$ cat config.mk
export PLATFORM = sky130hd
export DESIGN_NAME = cpu8_alu_flags
export DESIGN_NICKNAME = d
export VERILOG_FILES = /design/src/c8alu_pkg.sv /design/src/c8alu_core.sv /design/src/cpu8_alu_flags.sv
export SDC_FILE = /design/constraint.sdc
export NUM_CORES = 1
export LEC_CHECK = 0
export ABC_AREA = 1
export CELL_PAD_IN_SITES_DETAIL_PLACEMENT = 0
export CELL_PAD_IN_SITES_GLOBAL_PLACEMENT = 1
export CORE_ASPECT_RATIO = 0.8
export CORE_MARGIN = 2
export CORE_UTILIZATION = 52
export CTS_BUF_LIST = sky130_fd_sc_hd__clkbuf_4 sky130_fd_sc_hd__clkbuf_8
export DETAILED_ROUTE_END_ITERATION = 10
export DONT_BUFFER_PORTS = 1
export HOLD_SLACK_MARGIN = 0.06
export PLACE_DENSITY = 0.93
export SLEW_MARGIN = 30
export SYNTH_ARGS = -nofsm -noshare
export SYNTH_HDL_FRONTEND = slang
export SYNTH_SLANG_ARGS = --single-unit
$ cat constraint.sdc
create_clock -name clk_i -period 4.69 [get_ports clk_i]
set_clock_uncertainty 0.05 [all_clocks]
set_input_delay 0 -clock clk_i [delete_from_list [all_inputs] [get_ports clk_i]]
set_output_delay 0 -clock clk_i [all_outputs]
set_load 0.01 [all_outputs]
$ cat src/c8alu_pkg.sv
// ----------------------------------------------------------------------------
// c8alu_pkg
// Operation codes, flag bundle and constants shared by the 8-bit ALU files.
// ----------------------------------------------------------------------------
`default_nettype none

package c8alu_pkg;

  typedef enum logic [4:0] {
    OP_ADD  = 5'd0,
    OP_ADC  = 5'd1,
    OP_SUB  = 5'd2,
    OP_SBC  = 5'd3,
    OP_AND  = 5'd4,
    OP_XOR  = 5'd5,
    OP_OR   = 5'd6,
    OP_CP   = 5'd7,
    OP_INC  = 5'd8,
    OP_DEC  = 5'd9,
    OP_RLCA = 5'd10,
    OP_RRCA = 5'd11,
    OP_RLA  = 5'd12,
    OP_RRA  = 5'd13,
    OP_DAA  = 5'd14,
    OP_CPL  = 5'd15,
    OP_SCF  = 5'd16,
    OP_CCF  = 5'd17,
    OP_RLC  = 5'd18,
    OP_RRC  = 5'd19,
    OP_RL   = 5'd20,
    OP_RR   = 5'd21,
    OP_SLA  = 5'd22,
    OP_SRA  = 5'd23,
    OP_SWAP = 5'd24,
    OP_SRL  = 5'd25,
    OP_BIT  = 5'd26,
    OP_RES  = 5'd27,
    OP_SET  = 5'd28
  } op_e;

  // zero, subtract, half-carry, carry
  typedef struct packed {
    logic z;
    logic n;
    logic h;
    logic c;
  } flags_t;

  localparam logic [7:0] DaaHiLimit = 8'h99;
  localparam logic [3:0] DaaLoLimit = 4'h9;

endpackage

`default_nettype wire

$ cat src/c8alu_core.sv
// ----------------------------------------------------------------------------
// c8alu_core
// Combinational datapath: one operation on registered operands and flags.
// ----------------------------------------------------------------------------
`default_nettype none

module c8alu_core (
  input  wire logic [4:0]       op_i,
  input  wire logic [7:0]       a_i,
  input  wire logic [7:0]       v_i,
  input  wire logic [2:0]       bit_index_i,
  input  wire c8alu_pkg::flags_t flags_i,
  output logic [7:0]            result_o,
  output logic                  writes_o,
  output c8alu_pkg::flags_t     flags_o
);
  import c8alu_pkg::*;

  op_e        op;
  logic       add_cc;
  logic       sub_cc;
  logic [8:0] add_sum;
  logic [4:0] add_half;
  logic [8:0] sub_dif;
  logic [4:0] sub_half;
  logic [7:0] inc_res;
  logic [7:0] dec_res;
  logic [7:0] sh_res;
  logic       sh_c;
  logic       corr_lo;
  logic       corr_hi;
  logic [7:0] corr;
  logic [7:0] daa_res;
  logic [7:0] mask;

  assign op = op_e'(op_i);

  assign add_cc   = (op == OP_ADC) & flags_i.c;
  assign sub_cc   = (op == OP_SBC) & flags_i.c;
  assign add_sum  = {1'b0, a_i} + {1'b0, v_i} + {8'h00, add_cc};
  assign add_half = {1'b0, a_i[3:0]} + {1'b0, v_i[3:0]} + {4'h0, add_cc};
  assign sub_dif  = {1'b0, a_i} - {1'b0, v_i} - {8'h00, sub_cc};
  assign sub_half = {1'b0, a_i[3:0]} - {1'b0, v_i[3:0]} - {4'h0, sub_cc};
  assign inc_res  = v_i + 8'd1;
  assign dec_res  = v_i - 8'd1;
  assign mask     = 8'b1 << bit_index_i;

  // decimal adjust correction, subtracted after a subtraction
  assign corr_lo = flags_i.h | (~flags_i.n & (a_i[3:0] > DaaLoLimit));
  assign corr_hi = flags_i.c | (~flags_i.n & (a_i > DaaHiLimit));
  assign corr    = {1'b0, corr_hi, corr_hi, 2'b00, corr_lo, corr_lo, 1'b0};
  assign daa_res = flags_i.n ? (a_i - corr) : (a_i + corr);

  // prefixed shifts and rotates on the operand
  always_comb begin
    sh_res = v_i;
    sh_c   = 1'b0;
    unique case (op)
      OP_RLC: begin
        sh_res = {v_i[6:0], v_i[7]};
        sh_c   = v_i[7];
      end
      OP_RRC: begin
        sh_res = {v_i[0], v_i[7:1]};
        sh_c   = v_i[0];
      end
      OP_RL: begin
        sh_res = {v_i[6:0], flags_i.c};
        sh_c   = v_i[7];
      end
      OP_RR: begin
        sh_res = {flags_i.c, v_i[7:1]};
        sh_c   = v_i[0];
      end
      OP_SLA: begin
        sh_res = {v_i[6:0], 1'b0};
        sh_c   = v_i[7];
      end
      OP_SRA: begin
        sh_res = {v_i[7], v_i[7:1]};
        sh_c   = v_i[0];
      end
      OP_SWAP: begin
        sh_res = {v_i[3:0], v_i[7:4]};
        sh_c   = 1'b0;
      end
      OP_SRL: begin
        sh_res = {1'b0, v_i[7:1]};
        sh_c   = v_i[0];
      end
      default: begin
        sh_res = v_i;
        sh_c   = 1'b0;
      end
    endcase
  end

  always_comb begin
    result_o = a_i;
    writes_o = 1'b0;
    flags_o  = flags_i;
    unique case (op)
      OP_ADD, OP_ADC: begin
        result_o = add_sum[7:0];
        writes_o = 1'b1;
        flags_o  = '{z: (add_sum[7:0] == 8'h00), n: 1'b0, h: add_half[4], c: add_sum[8]};
      end
      OP_SUB, OP_SBC, OP_CP: begin
        result_o = sub_dif[7:0];
        writes_o = (op != OP_CP);
        flags_o  = '{z: (sub_dif[7:0] == 8'h00), n: 1'b1, h: sub_half[4], c: sub_dif[8]};
      end
      OP_AND: begin
        result_o = a_i & v_i;
        writes_o = 1'b1;
        flags_o  = '{z: ((a_i & v_i) == 8'h00), n: 1'b0, h: 1'b1, c: 1'b0};
      end
      OP_XOR: begin
        result_o = a_i ^ v_i;
        writes_o = 1'b1;
        flags_o  = '{z: ((a_i ^ v_i) == 8'h00), n: 1'b0, h: 1'b0, c: 1'b0};
      end
      OP_OR: begin
        result_o = a_i | v_i;
        writes_o = 1'b1;
        flags_o  = '{z: ((a_i | v_i) == 8'h00), n: 1'b0, h: 1'b0, c: 1'b0};
      end
      OP_INC: begin
        result_o = inc_res;
        writes_o = 1'b1;
        flags_o  = '{z: (inc_res == 8'h00), n: 1'b0, h: (v_i[3:0] == 4'hf), c: flags_i.c};
      end
      OP_DEC: begin
        result_o = dec_res;
        writes_o = 1'b1;
        flags_o  = '{z: (dec_res == 8'h00), n: 1'b1, h: (v_i[3:0] == 4'h0), c: flags_i.c};
      end
      OP_RLCA: begin
        result_o = {a_i[6:0], a_i[7]};
        writes_o = 1'b1;
        flags_o  = '{z: 1'b0, n: 1'b0, h: 1'b0, c: a_i[7]};
      end
      OP_RRCA: begin
        result_o = {a_i[0], a_i[7:1]};
        writes_o = 1'b1;
        flags_o  = '{z: 1'b0, n: 1'b0, h: 1'b0, c: a_i[0]};
      end
      OP_RLA: begin
        result_o = {a_i[6:0], flags_i.c};
        writes_o = 1'b1;
        flags_o  = '{z: 1'b0, n: 1'b0, h: 1'b0, c: a_i[7]};
      end
      OP_RRA: begin
        result_o = {flags_i.c, a_i[7:1]};
        writes_o = 1'b1;
        flags_o  = '{z: 1'b0, n: 1'b0, h: 1'b0, c: a_i[0]};
      end
      OP_DAA: begin
        result_o = daa_res;
        writes_o = 1'b1;
        flags_o  = '{z: (daa_res == 8'h00), n: flags_i.n, h: 1'b0, c: corr_hi};
      end
      OP_CPL: begin
        result_o = ~a_i;
        writes_o = 1'b1;
        flags_o  = '{z: flags_i.z, n: 1'b1, h: 1'b1, c: flags_i.c};
      end
      OP_SCF: begin
        flags_o = '{z: flags_i.z, n: 1'b0, h: 1'b0, c: 1'b1};
      end
      OP_CCF: begin
        flags_o = '{z: flags_i.z, n: 1'b0, h: 1'b0, c: ~flags_i.c};
      end
      OP_RLC, OP_RRC, OP_RL, OP_RR, OP_SLA, OP_SRA, OP_SWAP, OP_SRL: begin
        result_o = sh_res;
        writes_o = 1'b1;
        flags_o  = '{z: (sh_res == 8'h00), n: 1'b0, h: 1'b0, c: sh_c};
      end
      OP_BIT: begin
        result_o = v_i;
        flags_o  = '{z: ((v_i & mask) == 8'h00), n: 1'b0, h: 1'b1, c: flags_i.c};
      end
      OP_RES: begin
        result_o = v_i & ~mask;
        writes_o = 1'b1;
      end
      OP_SET: begin
        result_o = v_i | mask;
        writes_o = 1'b1;
      end
      // unused codes leave everything as it came in
      default: begin
        result_o = a_i;
        writes_o = 1'b0;
        flags_o  = flags_i;
      end
    endcase
  end

endmodule

`default_nettype wire

$ cat src/cpu8_alu_flags.sv
// ----------------------------------------------------------------------------
// cpu8_alu_flags
// 8-bit ALU with flag logic: registered operands, one combinational pass,
// registered result and flags.
//
//   channel   handshake           payload
//   command   start / busy        op, acc_value, operand_value, bit_index,
//                                 zero_in, subtract_in, half_carry_in, carry_in
//   result    done (one cycle)    result, writes_result, zero_out,
//                                 subtract_out, half_carry_out, carry_out
//
// one beat accepted per clock; busy stays low
// a result follows its command beat through the operand register,
// then through the datapath into the result register
// reset clears the valid bits of both register stages only
// the result is shown for one cycle and cannot be held off
// ----------------------------------------------------------------------------
`default_nettype none

module cpu8_alu_flags (
  input  wire logic       clk_i,
  input  wire logic       rst_ni,
  input  wire logic       start,
  output logic            busy,
  input  wire logic [4:0] op_i,
  input  wire logic [7:0] acc_value_i,
  input  wire logic [7:0] operand_value_i,
  input  wire logic [2:0] bit_index_i,
  input  wire logic       zero_in_i,
  input  wire logic       subtract_in_i,
  input  wire logic       half_carry_in_i,
  input  wire logic       carry_in_i,
  output logic            done_o,
  output logic [7:0]      result_o,
  output logic            writes_result_o,
  output logic            zero_out_o,
  output logic            subtract_out_o,
  output logic            half_carry_out_o,
  output logic            carry_out_o
);
  import c8alu_pkg::*;

  logic       accept;
  logic       in_valid_q;
  logic [4:0] op_q;
  logic [7:0] acc_q;
  logic [7:0] opnd_q;
  logic [2:0] bit_idx_q;
  flags_t     flags_in_q;

  logic [7:0] result_d;
  logic       writes_d;
  flags_t     flags_d;

  logic       done_q;
  logic [7:0] result_q;
  logic       writes_q;
  flags_t     flags_out_q;

  assign busy   = 1'b0;
  assign accept = start & ~busy;

  always_ff @(posedge clk_i or negedge rst_ni) begin
    if (!rst_ni) begin
      in_valid_q <= 1'b0;
      done_q     <= 1'b0;
    end else begin
      in_valid_q <= accept;
      done_q     <= in_valid_q;
    end
  end

  always_ff @(posedge clk_i) begin
    if (accept) begin
      op_q       <= op_i;
      acc_q      <= acc_value_i;
      opnd_q     <= operand_value_i;
      bit_idx_q  <= bit_index_i;
      flags_in_q <= '{z: zero_in_i, n: subtract_in_i, h: half_carry_in_i, c: carry_in_i};
    end
  end

  c8alu_core u_core (
    .op_i        (op_q),
    .a_i         (acc_q),
    .v_i         (opnd_q),
    .bit_index_i (bit_idx_q),
    .flags_i     (flags_in_q),
    .result_o    (result_d),
    .writes_o    (writes_d),
    .flags_o     (flags_d)
  );

  always_ff @(posedge clk_i) begin
    if (in_valid_q) begin
      result_q    <= result_d;
      writes_q    <= writes_d;
      flags_out_q <= flags_d;
    end
  end

  assign done_o           = done_q;
  assign result_o         = result_q;
  assign writes_result_o  = writes_q;
  assign zero_out_o       = flags_out_q.z;
  assign subtract_out_o   = flags_out_q.n;
  assign half_carry_out_o = flags_out_q.h;
  assign carry_out_o      = flags_out_q.c;

endmodule

`default_nettype wire

==> results.toml, run 1 <==
[routing]
num_vias = 5441
drtIter0Drc = 742
drcViolationCount = 0
dr.pass1.iters = 5
ant_nets = 0
drt-total-wl_um = 18200
wl_per_cell_um = 21.0
viasPerCell = 6.27

[placed_design]
placed_cell_area_sq_mm = 0.00499
port_buffers = 0
gp_congestion = 1.08
dp_hpwl_um = 14200
dp.cells = 828

[synthesis]
yosysSeqAreaShare = 0.262
synth-edff-count = 41
yosys_warnings = 0
synth-seq-cells = 43
postSynthAreaPerCell_sq_um = 6.80
syn_inst = 719
ys_types = 42
async_reset_ff_frac = 0.0465
synth.cell_area_sq_mm = 0.00489
ys.flop_type = "edfxtp_1"
synth_nets = 798

[power_and_ir_drop]
clkPwrFrac = 0.210
p_comb_frac = 0.420
p_seq_frac = 0.369
fin_total_pwr_uw = 1480
switching_share = 0.428
peakVddDrop_v = 0.000171
p_int_uw = 849
p_per_area_mw_per_mm2 = 273
netSwitchingPower_uw = 636
p_leak_uw = 0.00258

[timing]
final-max-slew-violation-count = 0
worstMarginPinSlew_ns = 0.767
timing.fmax_ghz = 0.276
setup_viol = 0
hold_viol_final = 0
post-route-period-util = 0.773
slew_headroom = 0.488
final.setup.tns_ns = 0
hold_slack_ns = 0.250
rsz0062_at_grt = "false"
finalCriticalPeriod_ns = 3.62

[worst_setup_path]
cp.arrival_ns = 3.64
worstPathCellList = "nor2_1, inv_1, nor3_1, fa_1, inv_1, fa_1, o21ai_0, nand2_1, nand2_1, xor2_1, or2_2, nand4_1"
critical_path.top_delay_family = "simple AND/OR/NAND/NOR gates"
reg2reg_to = "result_o[6]$_DFFE_PP_"
reg2reg_depth = 12
criticalPathCategory = "reg -> reg"
slowest_delay_ns = 0.45
endpoint_kind = "flop"
r2r_start = "op_q[3]$_DFFE_PP_"
critical_path_depth = 12
start_kind = "flop"
reg2reg_slack_ns = 1.07
crit_buf_inv = 2
crit_fanout = 7
cp.required_ns = 4.70
slowest_stage = "edfxtp_1"

[clock_tree]
numCtsBuffers = 5
cts_root_buf = "clkbuf_8"
worstSkewPairLatency_ns = 0.32
cts.sinks = 43
cts_resized = 0
clkTransAtPathRegs_ns = 0.10
htreeDepth = 2
cts_tree = "built"
cts_max_path_buffers = 2

[min_path]
hold-path-cell-count = 1
worstHoldPathType = "in -> reg"
hp-start = "acc_value_i[6]"
hold-path-endpoint = "acc_q[6]$_DFFE_PP_"

[job]
drv_cap = 0

[global_route]
antenna_found_initial = 0
grt_pass1_wl_um = 28100
grt_usage = 0.360
overflow = 0
grt_max_degree = 30
first_global_vias = 5050

[floorplanning]
die_h_um = 90.7
initial_utilization = 0.538
num_rows = 31
core_sq_mm = 0.00908
die_area_sq_mm = 0.0102
die_x_um = 112
io_pins = 46

[finish]
insertedDiodeCount = 0
nets = 831
areaGrowthSynthToFinish_pct = 11.3
layout-drive-gt1-share = 0.0452
fin_cells = 868
fin_area_sq_mm = 0.00544

[status]
status = "completed"
## repair_timing
action                    4_1_cts  5_1_grt
hold endpoints to repair       59        0
setup buffers                   0        0
hold buffers                   32        0
## metal layers
layer,global-route usage,up-vias,share of wire
met2,0.510,396,0.41
met4,0.180,0,0.049
li1,-,2486,-
met3,0.0919,73,0.13
met5,0,-,0
met1,0.505,2486,0.42
## how the worst max path moves through the flow
stage | start | endpoint | slack, ns
finish | op_q[3]$_DFFE_PP_ | result_o[6]$_DFFE_PP_ | 1.07
global route | op_q[2]$_DFFE_PP_ | carry_out_o$_DFFE_PP_ | 0.78
CTS | op_q[2]$_DFFE_PP_ | half_carry_out_o$_DFFE_PP_ | 1.11
detailed placement | op_q[1]$_DFFE_PP_ | half_carry_out_o$_DFFE_PP_ | 1.12
global placement | op_q[2]$_DFFE_PP_ | zero_out_o$_DFFE_PP_ | 1.13
floorplan | op_q[3]$_DFFE_PP_ | zero_out_o$_DFFE_PP_ | 1.76
## cell families after synthesis
group | after synthesis | share of synthesized area
AND/OR/NAND/NOR | 399 | 0.362
buffers and inverters | 109 | 0.0899
AO/OA/AOI/OAI | 104 | 0.127
adder cells (fa/ha/maj) | 48 | 0.131
flip-flops | 43 | 0.262
XOR/XNOR | 15 | 0.0269
other | 1 | 0.000767
## synthesized netlist by cell type, types with 4 or more instances
master       n  share of area
nor3_1      12          0.012
nand3b_1     5         0.0077
or2_2        4         0.0051
nand2_1    184           0.14
nor2_1      81          0.062
o2111ai_1    5         0.0090
inv_1       98          0.075
xor2_1      12          0.022
nand3_1     67          0.069
nor4_1       4         0.0051
nand2_2      5         0.0064
nor2_2       5         0.0064
fa_1         5          0.020
ha_1        43           0.11
nand4_1     23          0.029
o221ai_1     5         0.0090
o22ai_1     17          0.022
a21oi_1     30          0.031
edfxtp_1    41           0.25
o21ai_0     34          0.035
## final cells by class
class	instances	area, sq um
sequential	43	1280
clock buffer	5	68.8
tap	115	144
timing repair buffer	36	360
fill	882	3640
clock inverter	3	46.3
inverter	99	372
multi-input combinational	567	3170
## metrics by stage
| stage | util | setup WS (ns) |
|---|---|---|
| global route | 0.599 | 0.784 |
| global placement | 0.550 | 1.13 |
| floorplan | - | 1.76 |
| finish | 0.599 | 1.07 |
| CTS | 0.599 | 1.11 |
| detailed placement | 0.550 | 1.12 |
## sequential cells by signal, summed over array words and instances, names as in the netlist, 3 cells and up
| signal | flops |
|---|---|
| op_q | 5 |
| acc_q | 8 |
| flags_in_q | 4 |
| opnd_q | 8 |
| bit_idx_q | 3 |
| result_o | 8 |
## power by group through the flow
| stage | combinational, uW | clock, uW | sequential [uW] |
|---|---|---|---|
| 2_1_floorplan | 429 | 0 | 531 |
| 3_3_place_gp | 568 | 0 | 553 |
| 3_5_place_dp | 569 | 0 | 555 |
| 4_1_cts | 600 | 314 | 546 |
| 5_1_grt | 690 | 331 | 552 |
| 6_report | 624 | 312 | 548 |
## cell usage in the layout (no fill, tap or decap), types with 3 or more instances in the layout
cell           instances
nand2_2                5
o22ai_1               17
dlygate4sd3_1         31
a21oi_1               30
xor2_1                12
nand3b_1               5
o221ai_1               5
nor4_1                 4
ha_1                  43
nand2_1              184
nand4_1               23
clkbuf_8               5
nand3_1               67
nor2_1                81
nor3b_1                3
inv_1                 98
edfxtp_1              41
or2_2                  4
nor3_1                12
nor2_2                 5
fa_1                   5
o2111ai_1              5
o21ai_0               34
buf_4                  4
nand3_2                3
xnor2_1                3
Note: power is estimated with default switching activity, not from simulation.
==> run 2: changes to the inputs <==
--- a/config.mk
+++ b/config.mk
@@ -5,17 +5,17 @@
 export SDC_FILE = /design/constraint.sdc
 export NUM_CORES = 1
 export LEC_CHECK = 0
-export ABC_AREA = 1
+export ABC_AREA = 0
 export CELL_PAD_IN_SITES_DETAIL_PLACEMENT = 0
 export CELL_PAD_IN_SITES_GLOBAL_PLACEMENT = 1
 export CORE_ASPECT_RATIO = 0.8
 export CORE_MARGIN = 2
-export CORE_UTILIZATION = 52
+export CORE_UTILIZATION = 51
 export CTS_BUF_LIST = sky130_fd_sc_hd__clkbuf_4 sky130_fd_sc_hd__clkbuf_8
 export DETAILED_ROUTE_END_ITERATION = 10
 export DONT_BUFFER_PORTS = 1
 export HOLD_SLACK_MARGIN = 0.06
-export PLACE_DENSITY = 0.93
+export PLACE_DENSITY = 0.88
 export SLEW_MARGIN = 30
 export SYNTH_ARGS = -nofsm -noshare
 export SYNTH_HDL_FRONTEND = slang
==> constraint.sdc (replaced) <==
create_clock -name clk_i -period 3.45 [get_ports clk_i]
set_clock_uncertainty 0.05 [all_clocks]
set_input_delay 0 -clock clk_i [delete_from_list [all_inputs] [get_ports clk_i]]
set_output_delay 0 -clock clk_i [all_outputs]
set_load 0.01 [all_outputs]
==> results.toml, run 2 <==
[global_route]
grt_usage = 0.399
grt_pass1_wl_um = 31200
first_global_vias = 5079
grt_max_degree = 35
overflow = 0
antenna_found_initial = 0

[floorplanning]
io_pins = 46
core_sq_mm = 0.00965
num_rows = 32
initial_utilization = 0.524
die_area_sq_mm = 0.0107
die_h_um = 93.0
die_x_um = 115

[clock_tree]
numCtsBuffers = 5
cts_tree = "built"
worstSkewPairLatency_ns = 0.31
cts.sinks = 43
htreeDepth = 2
cts_max_path_buffers = 2
cts_root_buf = "clkbuf_8"
clkTransAtPathRegs_ns = 0.09

[timing]
final-max-slew-violation-count = 0
final.setup.tns_ns = 0
setup_ws_ns = 0.110
post-route-period-util = 0.968
slew_headroom = 0.476
finalCriticalPeriod_ns = 3.34
hold_viol_final = 0
worstMarginPinSlew_ns = 0.781
timing.fmax_ghz = 0.299
setup_viol = 0

[synthesis]
ys_types = 76
synth_common_cells = "nor2_1 (60), ha_1 (43), nand2_1 (43)"
postSynthAreaPerCell_sq_um = 8.18
synth-seq-cells = 43
yosysMostFrequentCell = "nor2_1"
synth_area_leaders = "edfxtp_1 (24%), ha_1 (11%), nor2_1 (4.5%)"
ys.flop_type = "edfxtp_1"
syn_inst = 618
async_reset_ff_frac = 0.0465
synth.cell_area_sq_mm = 0.00505
yosys_warnings = 0
yosysSeqAreaShare = 0.254
synth_nets = 697
yosys.area.top_type = "edfxtp_1"
synth_top_cell_area_share = 0.244
synth-edff-count = 41

[finish]
multi_input_area_sq_mm = 0.00354
final_util = 0.613
n_fill_cell = 860
fin_cells = 803
nets = 745
seqCellArea_sq_mm = 0.00128
final_cell_mix = "nor2_1 (59), buf_4 (47), nand2_1 (43)"
areaGrowthSynthToFinish_pct = 17.0
layout-drive-gt1-share = 0.135
insertedDiodeCount = 0
final_common_cell = "nor2_1"

[placed_design]
dp.cells = 761
dp_hpwl_um = 15600
port_buffers = 0
gp_congestion = 1.07
dpl_worst_slack_ns = 0.0722

[routing]
ant_nets = 0
drcViolationCount = 0
viasPerCell = 6.93
num_vias = 5567
wl_per_cell_um = 26.3
drtIter0Drc = 1091
drt-total-wl_um = 21100
dr.pass1.iters = 8

[min_path]
worstHoldPathType = "in -> reg"

[worst_setup_path]
start_kind = "flop"
reg2reg_slack_ns = 0.11
criticalPathCategory = "reg -> reg"
cp.arrival_ns = 3.35
cp.required_ns = 3.46
endpoint_kind = "flop"
crit_fanout = 3

[power_and_ir_drop]
peakVddDrop_v = 0.000313
p_per_area_mw_per_mm2 = 363
p_leak_uw = 0.00230

[job]
drv_cap = 0

[status]
status = "completed"
-- run 2: cell types whose count changed in the layout (fill, tap and decap cells not counted), moves of 22 or more --
cell,change
nand2_1,-141
buf_4,+43
inv_1,-65
nand3_1,-48
nor2_1,-22
-- run 2: cell type report --
cell class	count	area share
Multi-Input combinational cell	503	0.599
Clock buffer	6	0.0140
Clock inverter	2	0.00275
Sequential cell	43	0.217
Inverter	33	0.0210
Tap cell	136	0.0288
Timing Repair Buffer	80	0.117
-- run 2: critical path: stages, from the launching register on --
cell      delay, ns
edfxtp_1       0.42
nor2b_2        0.16
nand4_1        0.17
fa_1           0.63
inv_1          0.06
ha_1           0.19
nor2_2         0.11
fa_2           0.21
nand2b_1       0.09
a21oi_4        0.22
xor2_1         0.21
o21ai_0        0.16
o32a_1         0.40
-- run 2: worst paths after layout --
kind	startpoint	end	cells after the start
worst max register to register	op_q[4]$_DFFE_PP_	result_o[4]$_DFFE_PP_	12
max in group asynchronous	rst_ni	in_valid_q$_DFF_PN0_	2
worst min-delay path	op_i[0]	op_q[0]$_DFFE_PP_	1
worst min register to register	flags_in_q[1]$_DFFE_PP_	half_carry_out_o$_DFFE_PP_	1
min in group asynchronous	rst_ni	done_o$_DFF_PN0_	2
worst max-delay path	op_q[4]$_DFFE_PP_	result_o[4]$_DFFE_PP_	12
-- run 2: cell families (layout without fill, tap and decap cells) --
family / count (synthesis) / in the layout / synth area share
adders and majority gates: 48 / 48 / 0.126
muxes: 9 / 9 / 0.0183
buffers and inverters: 72 / 121 / 0.0644
other: 1 / 1 / 0.000742
and+or+nand+nor: 237 / 237 / 0.247
DFF: 43 / 43 / 0.254
AOI/OAI and AO/OA: 184 / 184 / 0.248
xor gates and xnor gates: 24 / 24 / 0.0416
-- run 2: power breakdown --
group          total [uW]  internal, uW  leakage, uW  switching [uW]
sequential            697           644     0.000424            53.7
clock                 356           164    0.0000474             192
combinational        1090           420      0.00183             672
total                2140          1230      0.00230             918
-- run 2: routing by layer --
| metal | vias up | global-route usage | wire length (um) | part of all wire |
|---|---|---|---|---|
| li1 | 2434 | - | - | - |
| met1 | 2606 | 0.564 | 8480 | 0.40 |
| met2 | 461 | 0.594 | 8950 | 0.42 |
| met3 | 66 | 0.123 | 3010 | 0.14 |
| met4 | 0 | 0.0984 | 659 | 0.031 |
| met5 | - | 0 | 0 | 0 |
-- run 2: what timing repair did --
item | 4_1_cts | 5_1_grt
resized for setup | 0 | 19
hold buffers | 32 | 0
endpoints found under the hold margin | 59 | 0
endpoints found under the setup margin | 0 | 7
setup buffers | 0 | 2
-- run 2: per-stage QoR --
stage	total power (uW)	cell area, sq um	hold WS [ns]
after CTS	2050	5800	0.255
final	2140	5910	0.261
after floorplan	1340	5060	-0.346
after global placement	1660	5370	-0.346
after global routing	2230	5910	0.255
after detailed placement	1660	5370	-0.346
